### config.mk
export PLATFORM = sky130hd
export DESIGN_NAME = vms_div_cell
export DESIGN_NICKNAME = d
export VERILOG_FILES = /design/src/vms_pkg.sv /design/src/vms_div_cell.sv
export SDC_FILE = /design/constraint.sdc
export NUM_CORES = 1
export LEC_CHECK = 0
export BUFFER_PORTS_ARGS = -buffer_cell sky130_fd_sc_hd__buf_2
export CORE_ASPECT_RATIO = 0.5
export CORE_UTILIZATION = 35
export CTS_CLUSTER_DIAMETER = 50
export DETAILED_ROUTE_END_ITERATION = 12
export PLACE_DENSITY = 0.76
export SKIP_CTS_REPAIR_TIMING = 1
export SLEW_MARGIN = 20
export SYNTH_ARGS = -nofsm -noshare
export SYNTH_HDL_FRONTEND = slang
export SYNTH_SLANG_ARGS = --single-unit
export TNS_END_PERCENT = 1
### constraint.sdc
create_clock -name clock -period 2.1 [get_ports clock]
set_input_delay 0.105 -clock clock [delete_from_list [all_inputs] [get_ports clock]]
set_output_delay 0.105 -clock clock [all_outputs]
set_load 0.1 [all_outputs]
### src/vms_pkg.sv
package vms_pkg;

   // Component format
   localparam int COMP_W    = 16;
   localparam int FRAC_BITS = 8;
   localparam int SQ_W      = 2 * COMP_W;   // squared magnitude, fits three squares
   localparam int ROOT_W    = COMP_W;       // floor root of SQ_W bits
   localparam int REM_W     = ROOT_W + 2;   // root remainder
   localparam int NUM_W     = 2 * COMP_W;   // magnitude times length, and quotient
   localparam int LANES     = 3;

   // Pipeline depth: three front stages, root chain, decision, divide chain, output
   localparam int LATENCY   = 3 + ROOT_W + 1 + NUM_W + 1;

   localparam logic [COMP_W-1:0] ONE_FIX    = COMP_W'(1) << FRAC_BITS;
   localparam logic [COMP_W-1:0] LEN_RESET  = COMP_W'(256);

   // Register indexes
   localparam logic CSR_SCALE_MODE = 1'b0;
   localparam logic CSR_TARGET_LEN = 1'b1;

   typedef enum logic [1:0] {
      MODE_LIMIT = 2'd0,
      MODE_SET   = 2'd1,
      MODE_NORM  = 2'd2
   } mode_type;

   typedef struct packed {
      logic signed [COMP_W-1:0] vec_x;
      logic signed [COMP_W-1:0] vec_y;
      logic signed [COMP_W-1:0] vec_z;
   } req_type;

   typedef struct packed {
      logic signed [COMP_W-1:0] out_x;
      logic signed [COMP_W-1:0] out_y;
      logic signed [COMP_W-1:0] out_z;
      logic                     was_scaled;
      logic                     saturated;
   } rsp_type;

   // One slot of the root chain
   typedef struct packed {
      logic                               valid;
      logic [1:0]                         mode;
      logic [COMP_W-1:0]                  len;
      logic                               nonzero;
      logic                               over;
      logic [LANES-1:0][COMP_W-1:0]       comp;
      logic [SQ_W-1:0]                    rad;
      logic [REM_W-1:0]                   rem;
      logic [ROOT_W-1:0]                  root;
   } sqrt_stage_type;

   // One slot of the divide chain, three lanes share the divisor
   typedef struct packed {
      logic                               valid;
      logic                               scale;
      logic [LANES-1:0][COMP_W-1:0]       comp;
      logic [LANES-1:0][NUM_W-1:0]        num;
      logic [LANES-1:0][ROOT_W-1:0]       rem;
      logic [ROOT_W-1:0]                  div;
   } div_stage_type;

endpackage

### src/vms_div_cell.sv
module vms_div_cell (
   input  logic                   clock,
   input  logic                   reset,
   input  vms_pkg::div_stage_type stage_in,
   output vms_pkg::div_stage_type stage_out
);
   import vms_pkg::*;

   div_stage_type   stage_ff;
   div_stage_type   stage_in_c;
   logic [ROOT_W:0] rem_sh [LANES];

   // One quotient bit per lane: shift in a dividend bit, subtract if it fits
   always_comb begin
      stage_in_c = stage_in;
      for (int i = 0; i < LANES; i++) begin
         rem_sh[i] = {stage_in.rem[i], stage_in.num[i][NUM_W-1]};
         if (rem_sh[i] >= {1'b0, stage_in.div}) begin
            stage_in_c.rem[i] = ROOT_W'(rem_sh[i] - {1'b0, stage_in.div});
            stage_in_c.num[i] = {stage_in.num[i][NUM_W-2:0], 1'b1};
         end else begin
            stage_in_c.rem[i] = rem_sh[i][ROOT_W-1:0];
            stage_in_c.num[i] = {stage_in.num[i][NUM_W-2:0], 1'b0};
         end
      end
   end

   always_ff @(posedge clock) begin
      stage_ff <= stage_in_c;
      if (reset) begin
         stage_ff.valid <= 1'b0;
      end
   end

   assign stage_out = stage_ff;

endmodule

==> run_results.csv <==
group,metric,value,unit
power,peakVddDrop,0.541,mV
floorplan,dieArea,21900,um2
detailed_routing,drt-total-wl,33300,um
synth,yosysWarningCount,0,
worst_setup_path,end_kind,"flop",
synth,ys_ff_latch,210,
placed_design,portBuffers,421,
clocking,clock-root-buffer,"clkbuf_16",
floorplan,ios,422,
final_layout,layout_common_cells,"buf_2 (421), dfxtp_1 (210), dlygate4sd3_1 (204), buf_4 (113), ha_1 (48)",
clocking,cts_tree,"yes",
floorplan,num_rows,37,
synth,yosysUniqueCellTypes,66,
clocking,cts_sinks,210,
global_routing,antenna_found_initial,5,
final_layout,layout_commonest_cell,"buf_2",
detailed_routing,wire_per_inst,19.9,um
final_layout,num-nets-final,1647,
global_routing,grt_pass1_wl,41000,um
worst_hold_path,hold_end,"stage_out[31]",
placed_design,dp.cells,1431,
synth,yosys_most_used_dff,"dfxtp_1",
power,p_int,7.75,mW
final_layout,final_cells,1673,
detailed_routing,vias_per_cell,4.90,
final_layout,fill_cells,1564,
final_layout,multi_input_area,3040,um2
sta,maxSlewViolCount,0,
sta,tightest_slew,0.605,ns
power,p_clk_share,28.3,%
power,power,13.3,mW
worst_setup_path,crit_arrival,2.41,ns
synth,synthTopCellsByArea,"dfxtp_1 (56%), ha_1 (8.1%), mux2_4 (2.8%)",
clocking,cts_made_buffers,20,
power,switching_share,41.5,%
sta,fin_crit,2.01,ns
worst_hold_path,whs_path_depth,4,
floorplan,die_h,105,um
sta,rsz0062_at_grt,"false",
worst_setup_path,crit_required,2.50,ns
power,power.leakage,6.64,nW
global_routing,grt_max_degree,18,
final_layout,fin_util,64.7,%
clocking,clkSlewWorstSetupHoldPaths,0.07,ns
sta,hold_violations,2,
global_routing,grt_pass1_vias,7048,
detailed_routing,drc_errors,0,
placed_design,dp_slack,-0.294,ns
detailed_routing,via_count,8195,
synth,syn_area,7450,um2
clocking,cts_max_path_buffers,3,
detailed_routing,dr.pass1.iters,6,
synth,synthArstFlopShare,0,%
synth,ys_seq_area_share,56.4,%
outcome,status,"finished with violations",
worst_hold_path,hold_start,"stage_in[31]",
worst_setup_path,criticalPathCategory,"in -> reg",
placed_design,place_area,10700,um2
sta,period_share,95.9,%
sta,setup-violations-final,0,
global_routing,overflow,0,
sta,setup_slack,0.0861,ns
synth,synth_enable_flop_cells,0,
worst_setup_path,cp_max_fo,10,
sta,hold-worst-slack,-0.0397,ns
final_layout,area_growth,79.7,%
power,p_per_area,990,nW/um2
floorplan,initial_core_util,36.0,%
final_layout,drive_gt1_share,43.8,%
detailed_routing,detail-route-antenna-nets,0,
power,power.switching,5.50,mW
global_routing,grt.total_usage,24.5,%
detailed_routing,drt_iter0_drc,668,
clocking,htreeDepth,1,
floorplan,die_x,208,um
sta,fin_setup_tns,0,ns
synth,netlist.top_cell.by_area,"dfxtp_1",
synth,yosys.area.top_type_share,56.4,%
placed_design,hpwl,22800,um
placed_design,place_congestion,0.949,
power,power_frac_seq,33.7,%
final_layout,largest_register_ffs,210,
final_layout,final-seq-area,4200,um2
floorplan,core-area,20700,um2
job,maxCapViolCount,0,
outcome,violations,"negative hold slack",
synth,netlist_instances,634,
synth,avgSynthCellArea,11.8,um2
worst_setup_path,crit_path_start_kind,"input port",
sta,slew_headroom,59.6,%
final_layout,fin_area,13400,um2
power,pwr-share-comb,38.1,%
synth,syn_nets,897,
worst_hold_path,hold_path.class,"in -> reg",
sta,fmax,497,MHz
-- worst max-delay path, stage by stage --
cell and delay, ns:
dlygate4sd3_1 0.54, buf_2 0.15, ha_1 0.30, a211o_1 0.28, a31o_2 0.25, a31oi_4 0.15
and2_4 0.24, inv_8 0.08, mux2_4 0.31
-- logic make-up after synthesis --
| group | share of synthesized area (%) |
|---|---|
| DFF | 56.4 |
| AOI/OAI and AO/OA | 14.0 |
| and+or+nand+nor | 8.63 |
| adders and majority gates | 8.87 |
| buffers and inverters | 2.77 |
| muxes | 6.63 |
| xor gates and xnor gates | 2.70 |
-- layer usage --
layer  global-route usage (%)  share of wire (%)  routed length (um)
met5                        0                  0                   0
met4                     7.30                3.9                1300
met3                     7.45                7.0                2340
met2                     40.4                 49               16400
met1                     30.8                 40               13200
-- power by group through the flow --
stage               Combinational [mW]  Clock, mW  Sequential (mW)
floorplan                        0.917          0             7.17
detailed placement                4.66          0             4.54
global route                      5.20       3.94             4.49
global placement                  4.62          0             4.54
CTS                               4.68       3.76             4.46
finish                            5.04       3.74             4.47
-- cell type report --
class / instances / share of cell area (%)
well taps: 273 / 2.55
repair buffers: 738 / 37.3
inverters: 33 / 0.981
diodes: 4 / 0.0748
multi-input cells: 381 / 22.7
clock buffers: 26 / 4.21
clock inverters: 8 / 0.766
flip-flops and latches: 210 / 31.4
-- worst max-delay path by stage --
stage | slack (ns) | start | endpoint
after detailed placement | -0.29 | stage_in[0] | stage_out[30]
after floorplan | -0.03 | stage_in[14] | stage_out[35]
after global routing | 0.009 | stage_in[46] | stage_out[34]
after CTS | 0.23 | stage_in[0] | stage_out[30]
after global placement | -0.21 | stage_in[0] | stage_out[60]
final | 0.09 | stage_in[46] | stage_out[38]
-- cell usage after synthesis (8+ instances only) --
| cell type | count |
|---|---|
| dfxtp_1 | 210 |
| nor2b_1 | 13 |
| o21ai_0 | 22 |
| o21a_1 | 12 |
| mux2_4 | 14 |
| nor2_1 | 28 |
| a21oi_1 | 35 |
| nand3_1 | 16 |
| xnor2_1 | 17 |
| a21o_1 | 11 |
| inv_1 | 31 |
| ha_1 | 48 |
| mux2_2 | 11 |
| mux2_1 | 8 |
| nand2_1 | 21 |
(Power assumes the default switching activity.)
