$ cat config.mk
export PLATFORM = sky130hd
export DESIGN_NAME = vms_sqrt_cell
export DESIGN_NICKNAME = d
export VERILOG_FILES = /design/src/vms_pkg.sv /design/src/vms_sqrt_cell.sv
export SDC_FILE = /design/constraint.sdc
export NUM_CORES = 1
export LEC_CHECK = 0
export ABC_AREA = 1
export ABC_CLOCK_PERIOD_IN_PS = 2600
export BUFFER_PORTS_ARGS = -buffer_cell sky130_fd_sc_hd__buf_2
export CAP_MARGIN = 20
export CORE_ASPECT_RATIO = 1.25
export CORE_MARGIN = 5
export CORE_UTILIZATION = 45
export CTS_CLUSTER_DIAMETER = 120
export DETAILED_ROUTE_END_ITERATION = 7
export GPL_TIMING_DRIVEN = 0
export PLACE_DENSITY_LB_ADDON = 0.05
export SYNTH_ARGS = -nofsm -noshare
export SYNTH_HDL_FRONTEND = slang
export SYNTH_SLANG_ARGS = --single-unit
$ cat constraint.sdc
create_clock -name clock -period 2.6 [get_ports clock]
set_input_delay 0.52 -clock clock [delete_from_list [all_inputs] [get_ports clock]]
set_output_delay 0.52 -clock clock [all_outputs]
set_load 0.02 [all_outputs]
$ cat src/vms_pkg.sv
package vms_pkg;

   // Component format
   localparam int COMP_W    = 16;
   localparam int FRAC_BITS = 8;
   localparam int SQ_W      = 2 * COMP_W;   // squared magnitude, fits three squares
   localparam int ROOT_W    = COMP_W;       // floor root of SQ_W bits
   localparam int REM_W     = ROOT_W + 2;   // root remainder
   localparam int NUM_W     = 2 * COMP_W;   // magnitude times length, and quotient
   localparam int LANES     = 3;

   // Pipeline depth: three front stages, root chain, decision, divide chain, output
   localparam int LATENCY   = 3 + ROOT_W + 1 + NUM_W + 1;

   localparam logic [COMP_W-1:0] ONE_FIX    = COMP_W'(1) << FRAC_BITS;
   localparam logic [COMP_W-1:0] LEN_RESET  = COMP_W'(256);

   // Register indexes
   localparam logic CSR_SCALE_MODE = 1'b0;
   localparam logic CSR_TARGET_LEN = 1'b1;

   typedef enum logic [1:0] {
      MODE_LIMIT = 2'd0,
      MODE_SET   = 2'd1,
      MODE_NORM  = 2'd2
   } mode_type;

   typedef struct packed {
      logic signed [COMP_W-1:0] vec_x;
      logic signed [COMP_W-1:0] vec_y;
      logic signed [COMP_W-1:0] vec_z;
   } req_type;

   typedef struct packed {
      logic signed [COMP_W-1:0] out_x;
      logic signed [COMP_W-1:0] out_y;
      logic signed [COMP_W-1:0] out_z;
      logic                     was_scaled;
      logic                     saturated;
   } rsp_type;

   // One slot of the root chain
   typedef struct packed {
      logic                               valid;
      logic [1:0]                         mode;
      logic [COMP_W-1:0]                  len;
      logic                               nonzero;
      logic                               over;
      logic [LANES-1:0][COMP_W-1:0]       comp;
      logic [SQ_W-1:0]                    rad;
      logic [REM_W-1:0]                   rem;
      logic [ROOT_W-1:0]                  root;
   } sqrt_stage_type;

   // One slot of the divide chain, three lanes share the divisor
   typedef struct packed {
      logic                               valid;
      logic                               scale;
      logic [LANES-1:0][COMP_W-1:0]       comp;
      logic [LANES-1:0][NUM_W-1:0]        num;
      logic [LANES-1:0][ROOT_W-1:0]       rem;
      logic [ROOT_W-1:0]                  div;
   } div_stage_type;

endpackage

$ cat src/vms_sqrt_cell.sv
module vms_sqrt_cell (
   input  logic                    clock,
   input  logic                    reset,
   input  vms_pkg::sqrt_stage_type stage_in,
   output vms_pkg::sqrt_stage_type stage_out
);
   import vms_pkg::*;

   sqrt_stage_type   stage_ff;
   sqrt_stage_type   stage_in_c;
   logic [REM_W:0]   rem_sh;
   logic [REM_W:0]   trial;

   // One root bit: bring down two radicand bits, try subtracting 4*root+1
   always_comb begin
      stage_in_c = stage_in;
      rem_sh     = {stage_in.rem[REM_W-2:0], stage_in.rad[SQ_W-1 -: 2]};
      trial      = {1'b0, stage_in.root, 2'b01};
      stage_in_c.rad = {stage_in.rad[SQ_W-3:0], 2'b00};
      if (rem_sh >= trial) begin
         stage_in_c.rem  = REM_W'(rem_sh - trial);
         stage_in_c.root = {stage_in.root[ROOT_W-2:0], 1'b1};
      end else begin
         stage_in_c.rem  = REM_W'(rem_sh);
         stage_in_c.root = {stage_in.root[ROOT_W-2:0], 1'b0};
      end
   end

   always_ff @(posedge clock) begin
      stage_ff <= stage_in_c;
      if (reset) begin
         stage_ff.valid <= 1'b0;
      end
   end

   assign stage_out = stage_ff;

endmodule

==> reports/metrics.yaml, run 1 <==
critical_path:
  startpoint_type: "input port"
  worstPathCellList: "buf_2, inv_1, ha_1, nand2_2, inv_2, a21oi_2, nand2_1, nand2_1, nand4_4, buf_12, nand3_4, nand2_2"
  cp_max_fo: 10
  max_stage_delay_ns: 0.35
  end_kind: "flop"
  crit_family: "simple AND/OR/NAND/NOR gates"
  arrival_ns: 2.12
  worst-path-buf-inv: 4
  critPathKind: "input port to flop"
  crit_cells: 12
  cp_slowest_cell: "ha_1"
  crit_required_ns: 2.91
placed_design:
  dpl_worst_slack_ns: 0.328
  gp_congestion: 0.943
  port_buffers: 268
  dp_cells: 823
  dp_hpwl_um: 10300
global_route:
  use_met1_pct: 23.5
  grt_pass1_vias: 3745
  top_usage_layer: "met2"
  use_met3_pct: 7.91
  gr-total-overflow: 0
  grt_pass1_wl_um: 19300
  antenna_found_initial: 1
  met2_usage_pct: 38.4
  grt_max_degree: 17
  grt_util_all_layers_pct: 21.5
clock_tree:
  clk_path_buf_depth: 2
  clock-root-buffer: "clkbuf_16"
  cts_tree: "yes"
  cts_setup_buffers: 0
  cts_buffers: 17
  path_clk_slew_ns: 0.06
  hold_buffers: 0
  htreeDepth: 4
  cts_num_sinks: 133
  post_cts_resized: 0
power_and_ir_drop:
  p_leak_nw: 3.50
  ir_drop_v: 0.000494
  p_comb_share_pct: 15.7
  powerDensity_nw_per_um2: 845
  p_sw_mw: 1.46
  internal-power_mw: 3.95
  seqPwrFrac_pct: 41.0
  pwr-share-clk_pct: 43.2
  swShare_pct: 27.0
synthesis:
  synth.avg_cell_area_um2: 10.1
  ys_ff_latch: 133
  synth_warnings: 0
  synthTopCellsByArea: "dfxtp_1 (62%), nand2_1 (8.8%), ha_1 (5.2%), inv_1 (4.4%), nand3_1 (2.3%)"
  ys_seq_area_share_pct: 61.8
  synth.distinct_cells: 30
  synth_top_cell_by_area: "dfxtp_1"
  syn_inst: 428
  synth_area_um2: 4310
  yosysTopAreaCellShare_pct: 61.8
die:
  initial_core_util_pct: 45.3
  placementRows: 40
  dieArea_um2: 11600
  die_w_um: 97.5
  io_pins: 272
  coreArea_um2: 9510
  die_h_um: 119
route:
  drcViolationCount: 0
  drt_iter0_drc: 116
  detail-route-antenna-nets: 0
  vias_per_cell: 4.34
  dr.pass1.iters: 4
  wire_per_inst_um: 14.9
  finalWirelength_um: 12700
  vias: 3709
worst_hold_path:
  min_to: "stage_out[82]$_DFF_P_"
  worstHoldStart: "stage_in[82]"
  min_path_type: "input port to flop"
  holdPathStages: 1
sta:
  hold_violations: 0
  setup_viol: 0
  rsz0062_at_grt: "no"
  tns_ns: 0
  min_period_over_period_pct: 69.8
  slew_viol_final: 0
  hold_slack_ns: 0.208
  worst_slack_ns: 0.786
  layout_min_cycle_time_ns: 1.81
  max_freq_ghz: 0.551
  worst_pin_slew_ns: 0.609
  maxSlewHeadroom_pct: 59.4
cells_and_area:
  fin_util_pct: 67.3
  largest_reg_flops: 133
  diodes: 0
  ff_latch_area_um2: 2660
  area_growth_pct: 48.6
  fin_nets: 871
  fill_cells: 838
  layout-drive-gt1-share_pct: 49.4
  stdcell_count: 855
  multi_input_area_um2: 1350
flow_run:
  drv_cap: 0
status:
  outcome: "complete, no violations"
## how the worst max path moves through the flow
stage / from / endpoint / slack [ns]
after floorplan: stage_in[12] / stage_out[33]$_DFF_P_ / 0.68
after global placement: stage_in[12] / stage_out[33]$_DFF_P_ / 0.35
after detailed placement: stage_in[12] / stage_out[33]$_DFF_P_ / 0.33
after CTS: stage_in[12] / stage_out[33]$_DFF_P_ / 0.76
after global routing: stage_in[6] / stage_out[26]$_DFF_P_ / 0.61
final: stage_in[8] / stage_out[33]$_DFF_P_ / 0.79
## placed cells by master (no fill, tap or decap), types with 3 or more instances in the layout
cell type	instances
a21oi_1	8
buf_2	269
clkbuf_16	17
clkinv_2	4
clkinv_4	4
dfxtp_1	133
ha_1	18
inv_1	50
inv_2	13
nand2_1	101
nand2_2	12
nand3_1	20
nand3_2	10
nand3b_1	6
nor2_1	16
nor2_4	3
nor3_1	3
o21ai_2	8
xor2_1	7
## cells in the mapped netlist
| cell type | count |
|---|---|
| o21ai_1 | 1 |
| nand2_4 | 2 |
| xnor2_1 | 1 |
| ha_1 | 18 |
| o21bai_1 | 1 |
| nor2_4 | 3 |
| dfxtp_1 | 133 |
| a21oi_4 | 1 |
| inv_2 | 13 |
| nand3_1 | 20 |
| nand4_4 | 1 |
| nand2_2 | 12 |
| nand3b_1 | 6 |
| buf_4 | 2 |
| nand3_2 | 10 |
| nor2_1 | 16 |
| buf_2 | 1 |
| a21oi_1 | 8 |
| nand3_4 | 1 |
| nand2_1 | 101 |
| nor3_1 | 3 |
| a21oi_2 | 2 |
| xor2_1 | 7 |
| o21ai_0 | 1 |
| inv_1 | 50 |
| buf_12 | 2 |
| nor2_2 | 2 |
| o21ai_2 | 8 |
| conb_1 | 1 |
| nor4_1 | 1 |
## routing by layer
metal	vias to the layer above	share of wire, %
li1	1888	-
met1	1658	38
met2	147	53
met3	14	7.6
met4	2	1.2
met5	-	0.10
## area by class of cell
| type | instances | share of cell area, % |
|---|---|---|
| plain buffers | 5 | 0.938 |
| repair buffers | 268 | 21.0 |
| well taps | 126 | 2.46 |
| flip-flops and latches | 133 | 41.6 |
| clock inverters | 14 | 2.37 |
| multi-input cells | 228 | 21.1 |
| inverters | 63 | 3.69 |
| clock buffers | 18 | 6.86 |
## through the flow
step                total power, mW  instance area [um2]
floorplan                      2.79                 4310
global placement               3.11                 5810
detailed placement             3.12                 5810
CTS                            5.47                 6400
global route                   5.67                 6400
finish                         5.41                 6400
## cells by family (layout without fill, tap and decap cells)
family	count (synthesis)	after routing	share of synthesized area, %
AOI/OAI and AO/OA	22	22	3.75
adders and majority gates	18	18	5.23
and+or+nand+nor	178	178	20.6
DFF	133	133	61.8
buffers and inverters	68	368	6.88
xor gates and xnor gates	8	8	1.63
other	1	2	0.0870
## power groups by stage
stage	Sequential [mW]	Clock (mW)	Combinational, mW
6_report	2.22	2.34	0.852
3_5_place_dp	2.26	0	0.858
2_1_floorplan	2.46	0	0.329
4_1_cts	2.22	2.39	0.863
5_1_grt	2.23	2.50	0.928
3_3_place_gp	2.26	0	0.853
No activity file was read; power rests on OpenSTA's default activity.
==> inputs of run 2 (changes only) <==
Settings changed: ABC_AREA 1 to 0, ABC_CLOCK_PERIOD_IN_PS 2600 to 1700, CORE_UTILIZATION 45 to 41.
Clock period 2.6 ns to 1.7 ns, I/O delays scaled along.
==> reports/metrics.yaml, run 2 <==
sta:
  worst_slack_ns: -0.0742
  hold_violations: 0
  tns_ns: -0.944
  setup_viol: 18
  layout_min_cycle_time_ns: 1.77
  slew_viol_final: 0
  min_period_over_period_pct: 104
  rsz0062_at_grt: "yes"
  max_freq_ghz: 0.564
cells_and_area:
  fin_nets: 782
  layout-drive-gt1-share_pct: 58.8
  diodes: 0
  final_cell_mix: "buf_2 (263), dfxtp_1 (133), inv_1 (20)"
  largest_reg_flops: 133
  area_growth_pct: 63.0
  final_area_um2: 6710
  final_common_cell: "buf_2"
  stdcell_count: 768
  fin_util_pct: 67.4
power_and_ir_drop:
  p_leak_nw: 3.25
  p_sw_mw: 2.22
  ir_drop_v: 0.000713
  swShare_pct: 26.1
  seqPwrFrac_pct: 40.0
  p_comb_share_pct: 17.9
  powerDensity_nw_per_um2: 1270
  pwr-share-clk_pct: 42.1
  internal-power_mw: 6.28
synthesis:
  yosysMostFrequentCell: "dfxtp_1"
  synth.avg_cell_area_um2: 12.5
  ys_ff_latch: 133
  ys_seq_area_share_pct: 64.7
  synth_edf_count: 0
  synth_warnings: 0
  synth_top_cell_by_area: "dfxtp_1"
  synthTopCellsByArea: "dfxtp_1 (65%), ha_1 (5.5%), o31ai_4 (3.1%), inv_1 (2.4%), mux2_2 (2.2%)"
  synth_area_um2: 4110
  synth-async-reset-ratio_pct: 0
  syn_inst: 328
  netlist_top_cells_count: "dfxtp_1 (133), inv_1 (26), ha_1 (18), a21oi_1 (16), nand2_1 (13)"
  synthFlopType: "dfxtp_1"
  yosysTopAreaCellShare_pct: 64.7
  synth.distinct_cells: 47
critical_path:
  worstPathCellList: "buf_6, inv_8, ha_4, o2111ai_4, a311oi_4, buf_4, o211ai_4, o211a_4, buf_12, mux2_4"
  cp_slowest_cell: "ha_4"
  arrival_ns: 2.07
  end_kind: "flop"
  max_stage_delay_ns: 0.29
  startpoint_type: "input port"
  critPathKind: "input port to flop"
  crit_start: "stage_in[1]"
  crit_required_ns: 1.99
  cp_max_fo: 6
route:
  drt_iter0_drc: 112
  dr.pass1.iters: 6
  finalWirelength_um: 13700
  vias: 3584
  wire_per_inst_um: 17.8
  vias_per_cell: 4.67
  drcViolationCount: 0
  detail-route-antenna-nets: 0
die:
  placementRows: 41
  coreArea_um2: 9950
  dieArea_um2: 12200
  io_pins: 272
  die_w_um: 99.6
  initial_core_util_pct: 41.3
  die_h_um: 122
placed_design:
  dp_cells: 726
  port_buffers: 268
  gp_congestion: 0.829
  dpl_cell_area_um2: 5860
  dp_hpwl_um: 10800
clock_tree:
  cts_buffers: 17
  path_clk_slew_ns: 0.06
  htreeDepth: 4
  clk_path_buf_depth: 2
  cts_num_sinks: 133
  clock-root-buffer: "clkbuf_16"
  cts_tree: "yes"
worst_hold_path:
  min_path_type: "input port to flop"
  worstHoldStart: "stage_in[97]"
global_route:
  antenna_found_initial: 0
  grt_pass1_vias: 3649
  gr-total-overflow: 0
  grt_max_degree: 17
  grt_util_all_layers_pct: 22.4
  grt_pass1_wl_um: 20100
status:
  violations: "setup timing"
  outcome: "finished, violations left"
flow_run:
  drv_cap: 0
==> run 2: changes by cell type after synthesis, moves of 8 or more <==
| cell | before | now |
|---|---|---|
| a21oi_1 | 8 | 16 |
| inv_1 | 50 | 26 |
| inv_2 | 13 | 0 |
| mux2_2 | 0 | 8 |
| nand2_1 | 101 | 13 |
| nand2_2 | 12 | 0 |
| nand3_1 | 20 | 5 |
| nand3_2 | 10 | 0 |
| o21ai_0 | 1 | 12 |
| o21ai_2 | 8 | 0 |
| xnor2_1 | 1 | 9 |
==> run 2: per-stage QoR <==
| step | worst slack (ns) | hold slack [ns] | total power [mW] |
|---|---|---|---|
| floorplan | -0.326 | 0.368 | 4.33 |
| global placement | -0.685 | 0.443 | 4.85 |
| detailed placement | -0.733 | 0.444 | 4.87 |
| CTS | -0.0693 | 0.00741 | 8.54 |
| global route | -0.138 | 0.00858 | 8.84 |
| finish | -0.0742 | 0.0251 | 8.50 |
==> run 2: layout make-up <==
class,instances,area [um2]
fill,791,3240
sequential,133,2660
multi-input combinational,162,1590
timing repair buffer,280,1510
clock buffer,20,467
tap,129,161
clock inverter,11,125
inverter,26,110
buffer,7,85.1
==> run 2: logic make-up after synthesis <==
group / after synthesis / share of synthesized area [%]
simple gates: 56 / 7.27
buf+inv: 34 / 4.01
other cells: 1 / 0.0912
xor+xnor: 9 / 1.92
flops: 133 / 64.7
fa+ha+maj: 18 / 5.47
mux: 10 / 2.68
compound gates: 67 / 13.8
==> run 2: metal layers <==
metal,routed length [um],GRT usage [%],share of wire (%),vias up
li1,-,-,-,1735
met5,0,0,0,-
met4,355,9.91,2.6,0
met2,7130,39.6,52,178
met3,1190,8.42,8.7,26
met1,4990,23.7,37,1645
==> run 2: path summary, 6_finish.rpt <==
| path | to | depth (start not counted) |
|---|---|---|
| worst min-delay path | stage_out[97]$_DFF_P_ | 1 |
| worst max-delay path | stage_out[19]$_DFF_P_ | 10 |
==> run 2: power groups by stage <==
stage               combinational (mW)  clock (mW)  sequential [mW]
floorplan                        0.559           0             3.77
global placement                  1.39           0             3.46
detailed placement                1.40           0             3.47
CTS                               1.50        3.64             3.40
global route                      1.62        3.80             3.42
finish                            1.52        3.58             3.40
==> run 2: what timing repair did <==
item / in CTS / in global routing
hold buffers: 0 / 0
pin swaps: 8 / 4
gates cloned: 2 / 0
gates resized for setup: 23 / 9
endpoints found under the setup margin: 19 / 19
buffers inserted: 8 / 2
==> run 2: critical path: cells and delay by family <==
kind | cells | cell delay [ns]
compound gates | 4 | 0.68
mux | 1 | 0.29
buf+inv | 4 | 0.45
fa+ha+maj | 1 | 0.29
